`src/rtl/aea_pkg.sv`:
```
// Shared types, constants and helper functions for the auto-exposure block.
// Used by the controller, the datapath, the divider and the top level.
// No dependencies.
`timescale 1ns / 1ps

package aea_pkg;

  localparam int FRAC_BITS       = 16;
  localparam int SUM_SCALE_SHIFT = 10;

  localparam logic [16:0] ONE_Q      = 17'(1 << FRAC_BITS);
  localparam logic [31:0] Q30        = 32'h4000_0000;
  localparam logic [31:0] LOG2E_Q30  = 32'd1549082005;
  localparam logic [31:0] LN2_Q30    = 32'd744261118;
  localparam logic [16:0] NIGHT_W0   = 17'((3 * (1 << FRAC_BITS) + 5) / 10);
  localparam logic [19:0] MAX_EPS    = 20'(((1 << FRAC_BITS) + 500) / 1000);
  localparam logic [42:0] TEN_Q      = 43'(10 * (1 << FRAC_BITS));
  localparam logic [22:0] EXP_MAG_MAX = 23'(64 * (1 << FRAC_BITS));
  localparam logic [40:0] SAT_CAP    = {1'b1, 40'd0};

  // 20 * sum * 2^FRAC / (count * 2^SHIFT) reduces to sum * NUM_SCALE / count.
  localparam int NUM_SCALE = 20 << (FRAC_BITS - SUM_SCALE_SHIFT);

  localparam int DIV_NUM_W = 43;
  localparam int DIV_DEN_W = 25;
  localparam int DIV_CNT_W = $clog2(DIV_NUM_W);

  localparam logic [2:0] HORNER_TERMS = 3'd6;

  localparam logic [2:0] CFG_ENABLE      = 3'd0;
  localparam logic [2:0] CFG_LUMA_DAY    = 3'd1;
  localparam logic [2:0] CFG_LUMA_NIGHT  = 3'd2;
  localparam logic [2:0] CFG_MIN_MUL     = 3'd3;
  localparam logic [2:0] CFG_MAX_DAY     = 3'd4;
  localparam logic [2:0] CFG_MAX_NIGHT   = 3'd5;
  localparam logic [2:0] CFG_SPEED       = 3'd6;

  typedef enum logic [3:0] {
    MUL_NONE, MUL_DAY_IW, MUL_NIGHT_WU, MUL_MD_IW, MUL_MN_WU, MUL_SPEED_DT,
    MUL_MAG_LOG2E, MUL_F_LN2, MUL_U_ACC, MUL_T_RECIP, MUL_M_POW, MUL_DIFF_ALPHA
  } mul_sel_t;

  typedef enum logic [3:0] {
    WB_NONE, WB_SUM_LOAD, WB_TL, WB_HI, WB_SPEED, WB_Y, WB_U, WB_T, WB_HACC,
    WB_V, WB_SMOOTH
  } wb_sel_t;

  typedef enum logic [3:0] {
    LD_NONE, LD_BYPASS, LD_NOAPPLY, LD_PREP, LD_EXP_TGT, LD_EXP_ALPHA,
    LD_TARGET, LD_ALPHA, LD_ALPHA_ONE
  } ld_sel_t;

  typedef struct packed {
    logic       capture;
    logic       div_start;
    mul_sel_t   mul_sel;
    wb_sel_t    wb_sel;
    ld_sel_t    ld_sel;
    logic       emit;
    logic [2:0] k;
  } aea_cmd_t;

  typedef struct packed {
    logic bypass;
    logic apply;
    logic alpha_one;
    logic div_busy;
    logic out_free;
  } aea_status_t;

  // Division by the Horner term index: optional pre-shift, then a reciprocal
  // multiply and a right shift. Exact for any 32-bit dividend.
  function automatic logic [1:0] horner_pre(input logic [2:0] k);
    case (k)
      3'd2:    horner_pre = 2'd1;
      3'd4:    horner_pre = 2'd2;
      3'd6:    horner_pre = 2'd1;
      default: horner_pre = 2'd0;
    endcase
  endfunction

  function automatic logic [31:0] horner_mul(input logic [2:0] k);
    case (k)
      3'd3, 3'd6: horner_mul = 32'hAAAA_AAAB;
      3'd5:       horner_mul = 32'hCCCC_CCCD;
      default:    horner_mul = 32'd1;
    endcase
  endfunction

  function automatic logic [5:0] horner_shift(input logic [2:0] k);
    case (k)
      3'd3, 3'd6: horner_shift = 6'd33;
      3'd5:       horner_shift = 6'd34;
      default:    horner_shift = 6'd0;
    endcase
  endfunction

endpackage

```
`src/rtl/aea_div.sv`:
```
// Restoring divider, one quotient bit per cycle.
// Depends on aea_pkg for its widths.
`timescale 1ns / 1ps

module aea_div (
  input  logic                          clk,
  input  logic                          rst_n,
  input  logic                          start,
  input  logic [aea_pkg::DIV_NUM_W-1:0] num,
  input  logic [aea_pkg::DIV_DEN_W-1:0] den,
  output logic                          busy,
  output logic [aea_pkg::DIV_NUM_W-1:0] quot
);

  logic                          busy_r;
  logic [aea_pkg::DIV_CNT_W-1:0] cnt_r;
  logic [aea_pkg::DIV_DEN_W-1:0] rem_r;
  logic [aea_pkg::DIV_DEN_W-1:0] den_r;
  logic [aea_pkg::DIV_NUM_W-1:0] quo_r;
  logic [aea_pkg::DIV_DEN_W:0]   rem_sh;
  logic                          ge;

  assign rem_sh = {rem_r, quo_r[aea_pkg::DIV_NUM_W-1]};
  assign ge     = rem_sh >= {1'b0, den_r};

  always_ff @(posedge clk) begin
    if (!rst_n) begin
      busy_r <= 1'b0;
      cnt_r  <= '0;
    end else if (start) begin
      busy_r <= 1'b1;
      cnt_r  <= aea_pkg::DIV_CNT_W'(aea_pkg::DIV_NUM_W - 1);
    end else if (busy_r) begin
      cnt_r <= cnt_r - 1'b1;
      if (cnt_r == '0) begin
        busy_r <= 1'b0;
      end
    end
  end

  always_ff @(posedge clk) begin
    if (start) begin
      quo_r <= num;
      rem_r <= '0;
      den_r <= den;
    end else if (busy_r) begin
      rem_r <= ge ? aea_pkg::DIV_DEN_W'(rem_sh - {1'b0, den_r})
                  : rem_sh[aea_pkg::DIV_DEN_W-1:0];
      quo_r <= {quo_r[aea_pkg::DIV_NUM_W-2:0], ge};
    end
  end

  assign busy = busy_r;
  assign quot = quo_r;

endmodule

```
`src/rtl/aea_ctrl.sv`:
```
// Sequencer of the auto-exposure block: walks one frame through the shared
// multiplier, the divider and the exponential routine. Depends on aea_pkg.
`timescale 1ns / 1ps

module aea_ctrl (
  input  logic                 clk,
  input  logic                 rst_n,
  input  logic                 in_tvalid,
  output logic                 in_tready,
  input  aea_pkg::aea_status_t st,
  output aea_pkg::aea_cmd_t    cmd
);

  typedef enum logic [25:0] {
    S_IDLE   = 26'd1 << 0,
    S_DECIDE = 26'd1 << 1,
    S_BL0    = 26'd1 << 2,
    S_BL1    = 26'd1 << 3,
    S_BL2    = 26'd1 << 4,
    S_BL3    = 26'd1 << 5,
    S_BL4    = 26'd1 << 6,
    S_BL5    = 26'd1 << 7,
    S_DWAIT  = 26'd1 << 8,
    S_ETGT   = 26'd1 << 9,
    S_EX_Y   = 26'd1 << 10,
    S_EX_YW  = 26'd1 << 11,
    S_EX_U   = 26'd1 << 12,
    S_EX_UW  = 26'd1 << 13,
    S_H_MUL  = 26'd1 << 14,
    S_H_T    = 26'd1 << 15,
    S_H_REC  = 26'd1 << 16,
    S_H_ACC  = 26'd1 << 17,
    S_EX_V   = 26'd1 << 18,
    S_EX_VW  = 26'd1 << 19,
    S_EX_RET = 26'd1 << 20,
    S_A_ONE  = 26'd1 << 21,
    S_EALPHA = 26'd1 << 22,
    S_SM_MUL = 26'd1 << 23,
    S_SM_WB  = 26'd1 << 24,
    S_EMIT   = 26'd1 << 25
  } state_t;

  state_t     state_r, state_nxt;
  logic [2:0] k_r, k_nxt;
  logic       ret_r, ret_nxt;

  always_ff @(posedge clk) begin
    if (!rst_n) begin
      state_r <= S_IDLE;
      k_r     <= '0;
      ret_r   <= 1'b0;
    end else begin
      state_r <= state_nxt;
      k_r     <= k_nxt;
      ret_r   <= ret_nxt;
    end
  end

  assign in_tready = (state_r == S_IDLE);

  always_comb begin
    state_nxt     = state_r;
    k_nxt         = k_r;
    ret_nxt       = ret_r;
    cmd.capture   = 1'b0;
    cmd.div_start = 1'b0;
    cmd.mul_sel   = aea_pkg::MUL_NONE;
    cmd.wb_sel    = aea_pkg::WB_NONE;
    cmd.ld_sel    = aea_pkg::LD_NONE;
    cmd.emit      = 1'b0;
    cmd.k         = k_r;
    case (state_r)
      S_IDLE: begin
        if (in_tvalid) begin
          cmd.capture = 1'b1;
          state_nxt   = S_DECIDE;
        end
      end
      S_DECIDE: begin
        if (st.bypass) begin
          cmd.ld_sel = aea_pkg::LD_BYPASS;
          state_nxt  = S_EMIT;
        end else if (st.apply) begin
          cmd.ld_sel    = aea_pkg::LD_PREP;
          cmd.div_start = 1'b1;
          state_nxt     = S_BL0;
        end else begin
          cmd.ld_sel = aea_pkg::LD_NOAPPLY;
          state_nxt  = S_EMIT;
        end
      end
      // Blends overlap the divider: BL1-BL4 write back the previous product
      // while issuing the next; BL0 only issues and BL5 only writes back.
      S_BL0: begin
        cmd.mul_sel = aea_pkg::MUL_DAY_IW;
        state_nxt   = S_BL1;
      end
      S_BL1: begin
        cmd.wb_sel  = aea_pkg::WB_SUM_LOAD;
        cmd.mul_sel = aea_pkg::MUL_NIGHT_WU;
        state_nxt   = S_BL2;
      end
      S_BL2: begin
        cmd.wb_sel  = aea_pkg::WB_TL;
        cmd.mul_sel = aea_pkg::MUL_MD_IW;
        state_nxt   = S_BL3;
      end
      S_BL3: begin
        cmd.wb_sel  = aea_pkg::WB_SUM_LOAD;
        cmd.mul_sel = aea_pkg::MUL_MN_WU;
        state_nxt   = S_BL4;
      end
      S_BL4: begin
        cmd.wb_sel  = aea_pkg::WB_HI;
        cmd.mul_sel = aea_pkg::MUL_SPEED_DT;
        state_nxt   = S_BL5;
      end
      S_BL5: begin
        cmd.wb_sel = aea_pkg::WB_SPEED;
        state_nxt  = S_DWAIT;
      end
      S_DWAIT: begin
        if (!st.div_busy) begin
          state_nxt = S_ETGT;
        end
      end
      S_ETGT: begin
        cmd.ld_sel = aea_pkg::LD_EXP_TGT;
        ret_nxt    = 1'b0;
        state_nxt  = S_EX_Y;
      end
      S_EX_Y: begin
        cmd.mul_sel = aea_pkg::MUL_MAG_LOG2E;
        state_nxt   = S_EX_YW;
      end
      S_EX_YW: begin
        cmd.wb_sel = aea_pkg::WB_Y;
        state_nxt  = S_EX_U;
      end
      S_EX_U: begin
        cmd.mul_sel = aea_pkg::MUL_F_LN2;
        state_nxt   = S_EX_UW;
      end
      S_EX_UW: begin
        cmd.wb_sel = aea_pkg::WB_U;
        k_nxt      = aea_pkg::HORNER_TERMS;
        state_nxt  = S_H_MUL;
      end
      S_H_MUL: begin
        cmd.mul_sel = aea_pkg::MUL_U_ACC;
        state_nxt   = S_H_T;
      end
      S_H_T: begin
        cmd.wb_sel = aea_pkg::WB_T;
        state_nxt  = S_H_REC;
      end
      S_H_REC: begin
        cmd.mul_sel = aea_pkg::MUL_T_RECIP;
        state_nxt   = S_H_ACC;
      end
      S_H_ACC: begin
        cmd.wb_sel = aea_pkg::WB_HACC;
        k_nxt      = k_r - 3'd1;
        state_nxt  = (k_r == 3'd1) ? S_EX_V : S_H_MUL;
      end
      S_EX_V: begin
        cmd.mul_sel = aea_pkg::MUL_M_POW;
        state_nxt   = S_EX_VW;
      end
      S_EX_VW: begin
        cmd.wb_sel = aea_pkg::WB_V;
        state_nxt  = S_EX_RET;
      end
      S_EX_RET: begin
        if (ret_r) begin
          cmd.ld_sel = aea_pkg::LD_ALPHA;
          state_nxt  = S_SM_MUL;
        end else begin
          cmd.ld_sel = aea_pkg::LD_TARGET;
          state_nxt  = st.alpha_one ? S_A_ONE : S_EALPHA;
        end
      end
      S_A_ONE: begin
        cmd.ld_sel = aea_pkg::LD_ALPHA_ONE;
        state_nxt  = S_SM_MUL;
      end
      S_EALPHA: begin
        cmd.ld_sel = aea_pkg::LD_EXP_ALPHA;
        ret_nxt    = 1'b1;
        state_nxt  = S_EX_Y;
      end
      S_SM_MUL: begin
        cmd.mul_sel = aea_pkg::MUL_DIFF_ALPHA;
        state_nxt   = S_SM_WB;
      end
      S_SM_WB: begin
        cmd.wb_sel = aea_pkg::WB_SMOOTH;
        state_nxt  = S_EMIT;
      end
      S_EMIT: begin
        if (st.out_free) begin
          cmd.emit  = 1'b1;
          state_nxt = S_IDLE;
        end
      end
      default: begin
        state_nxt = S_IDLE;
      end
    endcase
  end

endmodule

```
`src/rtl/aea_datapath.sv`:
```
// Datapath of the auto-exposure block: configuration and frame state, the
// shared 32x32 multiplier, the divider and the output register.
// Depends on aea_pkg and aea_div.
`timescale 1ns / 1ps

module aea_datapath (
  input  logic                 clk,
  input  logic                 rst_n,
  input  aea_pkg::aea_cmd_t    cmd,
  output aea_pkg::aea_status_t st,
  input  logic                 cfg_we,
  input  logic [2:0]           cfg_addr,
  input  logic [20:0]          cfg_wdata,
  input  logic                 frame_present,
  input  logic [31:0]          accum_sum,
  input  logic [24:0]          sample_count,
  input  logic [19:0]          delta_time,
  input  logic signed [17:0]   sun_elevation,
  output logic                 out_valid,
  input  logic                 out_ready,
  output logic [20:0]          exposure,
  output logic                 updated
);

  localparam int F = aea_pkg::FRAC_BITS;

  // Configuration registers.
  logic        en_r;
  logic [16:0] luma_day_r;
  logic [15:0] luma_night_r;
  logic [18:0] min_mul_r;
  logic [20:0] max_day_r;
  logic [19:0] max_night_r;
  logic [19:0] speed_r;

  // Captured frame.
  logic               present_r;
  logic [31:0]        acc_sum_r;
  logic [24:0]        count_r;
  logic [19:0]        dt_r;
  logic signed [17:0] sun_r;

  // Persistent state.
  logic [20:0] smooth_r;
  logic        pending_r;
  logic [24:0] last_count_r;
  logic        upd_r;

  // Working registers.
  logic [16:0] w_r, iw_r;
  logic [20:0] md_r;
  logic [19:0] mn_r;
  logic [63:0] prod_r;
  logic [39:0] sum_r;
  logic [16:0] tl_r;
  logic [20:0] hi_r;
  logic [23:0] amag_r;
  logic [16:0] e_m_r;
  logic        e_neg_r;
  logic [22:0] e_mag_r;
  logic [6:0]  n_r, sh_r;
  logic [29:0] fg_r, u_r;
  logic [31:0] hacc_r, t_r;
  logic [40:0] e_res_r;
  logic [20:0] target_r;
  logic [16:0] alpha_r;

  logic        out_valid_r;
  logic [20:0] out_expo_r;
  logic        out_upd_r;

  logic [31:0]                   mul_a, mul_b;
  logic [63:0]                   prod_nxt;
  logic                          div_busy;
  logic [aea_pkg::DIV_NUM_W-1:0] div_quot;
  logic [aea_pkg::DIV_NUM_W-1:0] div_num;

  logic signed [22:0] w_raw;
  logic [16:0]        w_clamp;
  logic [19:0]        lo_eps;
  logic [39:0]        blend_sum;
  logic [6:0]         y_n;
  logic [29:0]        y_f;
  logic [42:0]        q_dist;
  logic [22:0]        q_mag;
  logic [18:0]        v;
  logic [40:0]        v_res;
  logic               s_ge;
  logic [20:0]        s_diff;
  logic [21:0]        s_delta, s_new;

  aea_div u_div (
    .clk   (clk),
    .rst_n (rst_n),
    .start (cmd.div_start),
    .num   (div_num),
    .den   (last_count_r),
    .busy  (div_busy),
    .quot  (div_quot)
  );

  assign div_num = aea_pkg::DIV_NUM_W'(acc_sum_r) * aea_pkg::DIV_NUM_W'(aea_pkg::NUM_SCALE);

  // Night weight 0.3 - 5*sun, clamped to [0, 1].
  always_comb begin
    w_raw = $signed({6'd0, aea_pkg::NIGHT_W0})
          - ($signed({{5{sun_r[17]}}, sun_r}) * 23'sd5);
    if (w_raw < 0) begin
      w_clamp = '0;
    end else if (w_raw > $signed({6'd0, aea_pkg::ONE_Q})) begin
      w_clamp = aea_pkg::ONE_Q;
    end else begin
      w_clamp = w_raw[16:0];
    end
  end

  assign lo_eps    = 20'(min_mul_r) + aea_pkg::MAX_EPS;
  assign blend_sum = sum_r + prod_r[39:0];

  // Split of y = mag * log2(e) into integer and Q.30 fraction.
  assign y_n = prod_r[F+36:F+30];
  assign y_f = prod_r[F+29:F];

  assign q_dist = (div_quot >= aea_pkg::TEN_Q) ? div_quot - aea_pkg::TEN_Q
                                              : aea_pkg::TEN_Q - div_quot;
  assign q_mag  = (q_dist > 43'(aea_pkg::EXP_MAG_MAX)) ? aea_pkg::EXP_MAG_MAX
                                                       : q_dist[22:0];

  // Final scale of the exponential: shift by the integer part, saturating.
  assign v = prod_r[48:30];
  always_comb begin
    if (e_neg_r) begin
      v_res = 41'(v) >> sh_r;
    end else if (v == '0) begin
      v_res = '0;
    end else if (n_r >= 7'd40 || 41'(v) > (aea_pkg::SAT_CAP >> n_r)) begin
      v_res = aea_pkg::SAT_CAP;
    end else begin
      v_res = 41'(v) << n_r;
    end
  end

  assign s_ge    = target_r >= smooth_r;
  assign s_diff  = s_ge ? target_r - smooth_r : smooth_r - target_r;
  assign s_delta = prod_r[F+21:F];
  assign s_new   = s_ge ? 22'(smooth_r) + s_delta : 22'(smooth_r) - s_delta;

  always_comb begin
    case (cmd.mul_sel)
      aea_pkg::MUL_DAY_IW:     begin mul_a = 32'(luma_day_r);   mul_b = 32'(iw_r); end
      aea_pkg::MUL_NIGHT_WU:   begin mul_a = 32'(luma_night_r); mul_b = 32'(w_r); end
      aea_pkg::MUL_MD_IW:      begin mul_a = 32'(md_r);         mul_b = 32'(iw_r); end
      aea_pkg::MUL_MN_WU:      begin mul_a = 32'(mn_r);         mul_b = 32'(w_r); end
      aea_pkg::MUL_SPEED_DT:   begin mul_a = 32'(speed_r);      mul_b = 32'(dt_r); end
      aea_pkg::MUL_MAG_LOG2E:  begin mul_a = 32'(e_mag_r);      mul_b = aea_pkg::LOG2E_Q30; end
      aea_pkg::MUL_F_LN2:      begin mul_a = 32'(fg_r);         mul_b = aea_pkg::LN2_Q30; end
      aea_pkg::MUL_U_ACC:      begin mul_a = 32'(u_r);          mul_b = hacc_r; end
      aea_pkg::MUL_T_RECIP:    begin mul_a = t_r; mul_b = aea_pkg::horner_mul(cmd.k); end
      aea_pkg::MUL_M_POW:      begin mul_a = 32'(e_m_r);        mul_b = hacc_r; end
      aea_pkg::MUL_DIFF_ALPHA: begin mul_a = 32'(s_diff);       mul_b = 32'(alpha_r); end
      default:                 begin mul_a = '0;                mul_b = '0; end
    endcase
  end

  assign prod_nxt = 64'(mul_a) * 64'(mul_b);

  // Configuration and control-relevant state.
  always_ff @(posedge clk) begin
    if (!rst_n) begin
      en_r         <= 1'b1;
      luma_day_r   <= 17'd11796;
      luma_night_r <= 16'd2621;
      min_mul_r    <= 19'd16384;
      max_day_r    <= 21'd262144;
      max_night_r  <= 20'd78643;
      speed_r      <= 20'd98304;
      smooth_r     <= 21'(aea_pkg::ONE_Q);
      pending_r    <= 1'b0;
      last_count_r <= '0;
      upd_r        <= 1'b0;
      out_valid_r  <= 1'b0;
    end else begin
      if (cfg_we) begin
        case (cfg_addr)
          aea_pkg::CFG_ENABLE:     en_r         <= cfg_wdata[0];
          aea_pkg::CFG_LUMA_DAY:   luma_day_r   <= cfg_wdata[16:0];
          aea_pkg::CFG_LUMA_NIGHT: luma_night_r <= cfg_wdata[15:0];
          aea_pkg::CFG_MIN_MUL:    min_mul_r    <= cfg_wdata[18:0];
          aea_pkg::CFG_MAX_DAY:    max_day_r    <= cfg_wdata;
          aea_pkg::CFG_MAX_NIGHT:  max_night_r  <= cfg_wdata[19:0];
          aea_pkg::CFG_SPEED:      speed_r      <= cfg_wdata[19:0];
          default: ;
        endcase
      end
      case (cmd.ld_sel)
        aea_pkg::LD_BYPASS: begin
          smooth_r  <= 21'(aea_pkg::ONE_Q);
          pending_r <= 1'b0;
          upd_r     <= 1'b0;
        end
        aea_pkg::LD_NOAPPLY: begin
          pending_r    <= 1'b1;
          last_count_r <= count_r;
          upd_r        <= 1'b0;
        end
        default: ;
      endcase
      if (cmd.wb_sel == aea_pkg::WB_SMOOTH) begin
        if (s_new < 22'(min_mul_r)) begin
          smooth_r <= 21'(min_mul_r);
        end else if (s_new > 22'(hi_r)) begin
          smooth_r <= hi_r;
        end else begin
          smooth_r <= s_new[20:0];
        end
        pending_r    <= 1'b1;
        last_count_r <= count_r;
        upd_r        <= 1'b1;
      end
      if (cmd.emit) begin
        out_valid_r <= 1'b1;
      end else if (out_ready) begin
        out_valid_r <= 1'b0;
      end
    end
  end

  // Payload registers.
  always_ff @(posedge clk) begin
    prod_r <= prod_nxt;
    if (cmd.capture) begin
      present_r <= frame_present;
      acc_sum_r <= accum_sum;
      count_r   <= sample_count;
      dt_r      <= delta_time;
      sun_r     <= sun_elevation;
    end
    if (cmd.emit) begin
      out_expo_r <= smooth_r;
      out_upd_r  <= upd_r;
    end
    case (cmd.ld_sel)
      aea_pkg::LD_PREP: begin
        w_r  <= w_clamp;
        iw_r <= aea_pkg::ONE_Q - w_clamp;
        md_r <= (max_day_r < 21'(lo_eps)) ? 21'(lo_eps) : max_day_r;
        mn_r <= (max_night_r < lo_eps) ? lo_eps : max_night_r;
      end
      aea_pkg::LD_EXP_TGT: begin
        e_m_r   <= tl_r;
        e_neg_r <= div_quot >= aea_pkg::TEN_Q;
        e_mag_r <= q_mag;
      end
      aea_pkg::LD_EXP_ALPHA: begin
        e_m_r   <= aea_pkg::ONE_Q;
        e_neg_r <= 1'b1;
        e_mag_r <= (amag_r > 24'(aea_pkg::EXP_MAG_MAX)) ? aea_pkg::EXP_MAG_MAX
                                                        : amag_r[22:0];
      end
      aea_pkg::LD_TARGET: begin
        if (e_res_r < 41'(min_mul_r)) begin
          target_r <= 21'(min_mul_r);
        end else if (e_res_r > 41'(hi_r)) begin
          target_r <= hi_r;
        end else begin
          target_r <= e_res_r[20:0];
        end
      end
      aea_pkg::LD_ALPHA:     alpha_r <= 17'(41'(aea_pkg::ONE_Q) - e_res_r);
      aea_pkg::LD_ALPHA_ONE: alpha_r <= aea_pkg::ONE_Q;
      default: ;
    endcase
    case (cmd.wb_sel)
      aea_pkg::WB_SUM_LOAD: sum_r  <= prod_r[39:0];
      aea_pkg::WB_TL:       tl_r   <= blend_sum[F+16:F];
      aea_pkg::WB_HI:       hi_r   <= blend_sum[F+20:F];
      aea_pkg::WB_SPEED:    amag_r <= prod_r[F+23:F];
      aea_pkg::WB_Y: begin
        n_r <= y_n;
        if (!e_neg_r) begin
          fg_r <= y_f;
          sh_r <= y_n;
        end else if (y_f == '0) begin
          fg_r <= '0;
          sh_r <= y_n;
        end else begin
          // Negative exponent: 2^-(n+f) = 2^(1-f) / 2^(n+1).
          fg_r <= 30'(aea_pkg::Q30 - 32'(y_f));
          sh_r <= y_n + 7'd1;
        end
      end
      aea_pkg::WB_U: begin
        u_r    <= prod_r[59:30];
        hacc_r <= aea_pkg::Q30;
      end
      aea_pkg::WB_T:    t_r     <= prod_r[61:30] >> aea_pkg::horner_pre(cmd.k);
      aea_pkg::WB_HACC: hacc_r  <= aea_pkg::Q30 + 32'(prod_r >> aea_pkg::horner_shift(cmd.k));
      aea_pkg::WB_V:    e_res_r <= v_res;
      default: ;
    endcase
  end

  assign st.bypass    = !en_r || !present_r;
  assign st.apply     = pending_r && (last_count_r != '0);
  assign st.alpha_one = (speed_r == '0) || (dt_r == '0);
  assign st.div_busy  = div_busy;
  assign st.out_free  = !out_valid_r || out_ready;

  assign out_valid = out_valid_r;
  assign exposure  = out_expo_r;
  assign updated   = out_upd_r;

endmodule

```
`src/rtl/auto_exposure_adaptation.sv`:
```
// Auto-exposure eye adaptation, top level.
// Joins the sequencer and the datapath. Depends on aea_pkg, aea_ctrl and
// aea_datapath.
//
// One input beat is one video frame; each frame returns exactly one output
// beat with the smoothed exposure (unsigned Q.16) and an updated flag in
// out_tuser. Configuration is a simple write port: cfg_we, cfg_addr and
// cfg_wdata, to be written only while no frame is in flight; the block
// itself does not enforce this. With the block disabled, no frame present
// or no pending measurement of non-zero count, a frame goes straight to its
// output beat. A frame that applies a measurement runs a restoring divide
// overlapped with the blends, then two exponentials (one with zero speed or
// zero delta time) on the shared 32x32 multiplier with six-term Horner loops.
// One frame is in flight at a time; in_tready is high only between frames.
// The output beat sits in a register, so a new frame is accepted while the
// previous result still waits; if the receiver stalls, the next result waits
// in the last step until the register frees.
// Reset restores all configuration defaults, sets the exposure to 1.0 and
// clears the pending measurement.
`timescale 1ns / 1ps

module auto_exposure_adaptation (
  input  logic        clk,
  input  logic        rst_n,
  input  logic        in_tvalid,
  output logic        in_tready,
  // accum_sum [31:0], sample_count [56:32], delta_time [76:57],
  // sun_elevation [94:77]
  input  logic [95:0] in_tdata,
  // frame_present [0]
  input  logic        in_tuser,
  output logic        out_tvalid,
  input  logic        out_tready,
  // exposure [20:0]
  output logic [23:0] out_tdata,
  // updated [0]
  output logic        out_tuser,
  input  logic        cfg_we,
  input  logic [2:0]  cfg_addr,
  input  logic [20:0] cfg_wdata
);

  aea_pkg::aea_cmd_t    cmd;
  aea_pkg::aea_status_t st;
  logic [20:0]          expo;

  aea_ctrl u_ctrl (
    .clk       (clk),
    .rst_n     (rst_n),
    .in_tvalid (in_tvalid),
    .in_tready (in_tready),
    .st        (st),
    .cmd       (cmd)
  );

  aea_datapath u_dp (
    .clk           (clk),
    .rst_n         (rst_n),
    .cmd           (cmd),
    .st            (st),
    .cfg_we        (cfg_we),
    .cfg_addr      (cfg_addr),
    .cfg_wdata     (cfg_wdata),
    .frame_present (in_tuser),
    .accum_sum     (in_tdata[31:0]),
    .sample_count  (in_tdata[56:32]),
    .delta_time    (in_tdata[76:57]),
    .sun_elevation (in_tdata[94:77]),
    .out_valid     (out_tvalid),
    .out_ready     (out_tready),
    .exposure      (expo),
    .updated       (out_tuser)
  );

  assign out_tdata = {3'd0, expo};

endmodule

```
`config.mk`:
```
export PLATFORM = sky130hd
export DESIGN_NAME = auto_exposure_adaptation
export DESIGN_NICKNAME = d
export VERILOG_FILES = /design/src/rtl/aea_pkg.sv /design/src/rtl/aea_div.sv /design/src/rtl/aea_ctrl.sv /design/src/rtl/aea_datapath.sv /design/src/rtl/auto_exposure_adaptation.sv
export SDC_FILE = /design/constraint.sdc
export NUM_CORES = 2
export LEC_CHECK = 0
export BUFFER_PORTS_ARGS = -buffer_cell sky130_fd_sc_hd__buf_2
export CORE_MARGIN = 8
export CORE_UTILIZATION = 55
export CTS_CLUSTER_SIZE = 30
export DETAILED_ROUTE_END_ITERATION = 12
export GPL_TIMING_DRIVEN = 1
export PLACE_DENSITY = 0.71
export SYNTH_ARGS = -nofsm -noshare
export SYNTH_HDL_FRONTEND = slang
export SYNTH_SLANG_ARGS = --single-unit
```
`constraint.sdc`:
```
create_clock -name clk -period 17.95 [get_ports clk]
set_clock_uncertainty 0.15 [all_clocks]
set_input_delay 1.795 -clock clk [delete_from_list [all_inputs] [get_ports clk]]
set_output_delay 1.795 -clock clk [all_outputs]
set_load 0.01 [all_outputs]
```
==> flow_metrics.tcl <==
set metrics [dict create \
    status "finished, final reports clean" \
    cp-start-kind "flop" \
    post-place-ws_ns 3.05 \
    fin_crit_sh_pct 85.1 \
    path_clk_slew_ns 0.07 \
    relSlewSlack_pct 7.50 \
    avgSynthCellArea_um2 9.23 \
    path_class "reg2reg" \
    postCtsSetupRepairBufs 0 \
    ys_ff_latch 906 \
    syn_inst 9445 \
    worstReg2RegEnd "u_dp.prod_r[61]" \
    ios 153 \
    synth.area.top_cells "edfxtp_1, fa_1, ha_1" \
    p_leak_nw 40.5 \
    die-width_um 414 \
    cts.sinks 906 \
    ys.flop_type "edfxtp_1" \
    ys_types 115 \
    critPathTopFamily "simple AND/OR/NAND/NOR gates" \
    end_kind "flop" \
    dp.cells 11400 \
    synth_edf_count 609 \
    syn2layout_area_growth_pct 7.65 \
    fin_tns_setup_ns 0 \
    fill_cells 13600 \
    rsz0062_at_grt "no" \
    slowest_delay_ns 0.83 \
    ys_seq_area_share_pct 27.8 \
    portBuffers 148 \
    synthesis.area_um2 87200 \
    worstSkewPairLatency_ns 0.76 \
    core_um2 158000 \
    firstDrtPassIters 8 \
    vias 72900 \
    synth.top_cell.area_share_pct 21.0 \
    drt-initial-drc-count 8462 \
    drc 0 \
    tightest_slew_ns 1.38 \
    clock.fmax_mhz 65.5 \
    dieHeight_um 414 \
    crit_required_ns 18.38 \
    synth_common_cells "inv_1, nand2_1, fa_1" \
    stdcell_area_um2 93900 \
    path_max_fanout 14 \
    vias_per_cell 6.29 \
    cts_resized 0 \
    worstRegToRegCells 41 \
    grt_pass1_vias 72400 \
    wl_um 303000 \
    layout-drive-gt1-share_pct 7.65 \
    worstPathArrival_ns 15.71 \
    ant_nets 0 \
    wl_per_cell_um 26.2 \
    path_buf_inv 7 \
    grt_pass1_wl_um 453000 \
    r2r_setup_slack_ns 2.67 \
    rows 146 \
    slew_violations 0 \
    track_usage_pct 34.4 \
    synth_most_common_cell "inv_1" \
    stdcell_count 11600 \
    overflow 0 \
    root_buffer "clkbuf_16" \
    fin_nets 11100 \
    min_from "u_dp.last_count_r[15]" \
    ys_warn_count 0 \
    initial_core_util_pct 55.2 \
    htreeDepth 3 \
    powerDensity_nw_per_um2 64.4 \
    hp-class "reg2reg" \
    min_period_ns 15.28 \
    grt_max_degree 92 \
    cts_buffers 101 \
    cts_tree "yes" \
    setup_ws_ns 2.67 \
    hold_end "u_dp.u_div.den_r[15]" \
    reg2reg_from "u_ctrl.state_r[8]" \
    whs_path_depth 0 \
    peakVddDrop_v 0.000152 \
    crit_slowest_cell "nor2_1" \
    hold_viol 0 \
    cts_buffer_depth 3 \
    die-area_um2 172000 \
    hpwl_um 235000 \
    cts_hold_buffers 0 \
    gp_congestion 1.01 \
    cp_common_cell "fa_1" \
    synthArstFlopShare_pct 0 \
    yosys.area.top_type "edfxtp_1" \
    place_area_um2 90400 \
    setup_viol 0 \
    cap_violations 0 \
    antenna_found_initial 14 \
]
state kept, by name, indices dropped and copies added (netlist names), 23 cells and up:
signal	cells
u_dp.fg_r	30
u_dp.e_res_r	41
u_dp.u_div.rem_r	25
u_dp.last_count_r	25
u_dp.prod_r	64
u_dp.e_mag_r	23
u_dp.amag_r	24
u_dp.t_r	32
u_ctrl.state_r	26
u_dp.hacc_r	32
u_dp.u_r	30
u_dp.count_r	25
u_dp.acc_sum_r	32
u_dp.u_div.quot	43
u_dp.u_div.den_r	25
u_dp.sum_r	37
final cells by class:
cell class / instances / area (um2) / share of cell area (%)
Antenna cell: 6 / 15.0 / 0.0160
Clock buffer: 128 / 2720 / 2.90
Clock inverter: 63 / 783 / 0.834
Inverter: 1274 / 4790 / 5.10
Multi-Input combinational cell: 6772 / 56400 / 60.1
Sequential cell: 906 / 24200 / 25.8
Tap cell: 2072 / 2590 / 2.76
Timing Repair Buffer: 360 / 2330 / 2.48
worst register-to-register path: cells and delay by family (launching register included):
family                     cells  cell delay (ns)
DFF                            1             0.35
AOI/OAI and AO/OA              9             3.10
and+or+nand+nor               14             5.42
buffers and inverters          7             0.89
adders and majority gates     10             5.00
muxes                          1             0.24
through the flow:
stage | utilization, % | total power, W | hold slack, ns
after floorplan | - | 0.00349 | 0.258
after global placement | 57.2 | 0.00382 | 0.287
after detailed placement | 57.2 | 0.00386 | 0.292
after CTS | 59.4 | 0.00605 | 0.306
after global routing | 59.4 | 0.00631 | 0.316
final | 59.4 | 0.00605 | 0.307
layer usage:
layer	up-vias	routed length [um]	GRT usage [%]
met5	-	46	0
met2	4231	133000	53.0
met3	880	34500	7.60
met1	36000	117000	45.6
met4	4	19300	17.8
li1	31700	-	-
cells by family (layout without fill, tap and decap cells):
family                     after synthesis  after routing  share of synthesized area [%]
and+or+nand+nor                       3017           3017                           15.7
other                                    2             15                        0.00861
adders and majority gates             1557           1557                           30.2
DFF                                    906            906                           27.8
AOI/OAI and AO/OA                     1719           1719                           13.2
xor gates and xnor gates               281            281                           2.83
buffers and inverters                 1774           1825                           7.92
muxes                                  189            189                           2.34
where the power goes:
part / switching [W] / total [W] / leakage [nW] / internal [W]
clock network: 0.000956 / 0.00220 / 1.69 / 0.00125
logic: 0.000887 / 0.00144 / 30.5 / 0.000555
registers: 0.0000792 / 0.00240 / 8.34 / 0.00232
total: 0.00192 / 0.00605 / 40.5 / 0.00412
worst max-delay path by stage:
stage | startpoint | end | slack (ns) | depth (start not counted)
CTS | u_ctrl.state_r[8] | u_dp.prod_r[61] | 2.97 | 41
global route | u_ctrl.state_r[9] | u_dp.prod_r[61] | 2.25 | 41
floorplan | u_ctrl.state_r[8] | u_dp.prod_r[61] | 6.16 | 48
global placement | u_ctrl.state_r[8] | u_dp.prod_r[61] | 3.18 | 42
detailed placement | u_ctrl.state_r[8] | u_dp.prod_r[61] | 3.05 | 42
finish | u_ctrl.state_r[8] | u_dp.prod_r[61] | 2.67 | 41
cell usage in the layout, fill, tap and decap left out, types with 47 or more instances in the layout:
| cell type | synthesis | layout |
|---|---|---|
| a21o_1 | 178 | 178 |
| xnor2_1 | 191 | 191 |
| nor4_1 | 60 | 59 |
| mux2i_1 | 141 | 140 |
| xor2_1 | 89 | 88 |
| or3_1 | 50 | 50 |
| buf_2 | 94 | 148 |
| nor3_1 | 130 | 126 |
| a211oi_1 | 82 | 78 |
| nor2_1 | 854 | 850 |
| o21a_1 | 59 | 59 |
| nand3_1 | 220 | 220 |
| clkbuf_16 | 0 | 101 |
| buf_4 | 20 | 212 |
| nand2b_1 | 111 | 110 |
| a31oi_1 | 75 | 67 |
| nand4_1 | 95 | 95 |
| dfxtp_1 | 297 | 296 |
| a221oi_1 | 48 | 47 |
| inv_1 | 1270 | 1267 |
| nand2_1 | 1153 | 1152 |
| nor2b_1 | 75 | 74 |
| a21oi_1 | 493 | 489 |
| and2_1 | 68 | 67 |
| o21ai_0 | 294 | 290 |
| ha_1 | 647 | 646 |
| fa_1 | 910 | 910 |
| edfxtp_1 | 609 | 609 |
Note: power is estimated with default switching activity, not from simulation.
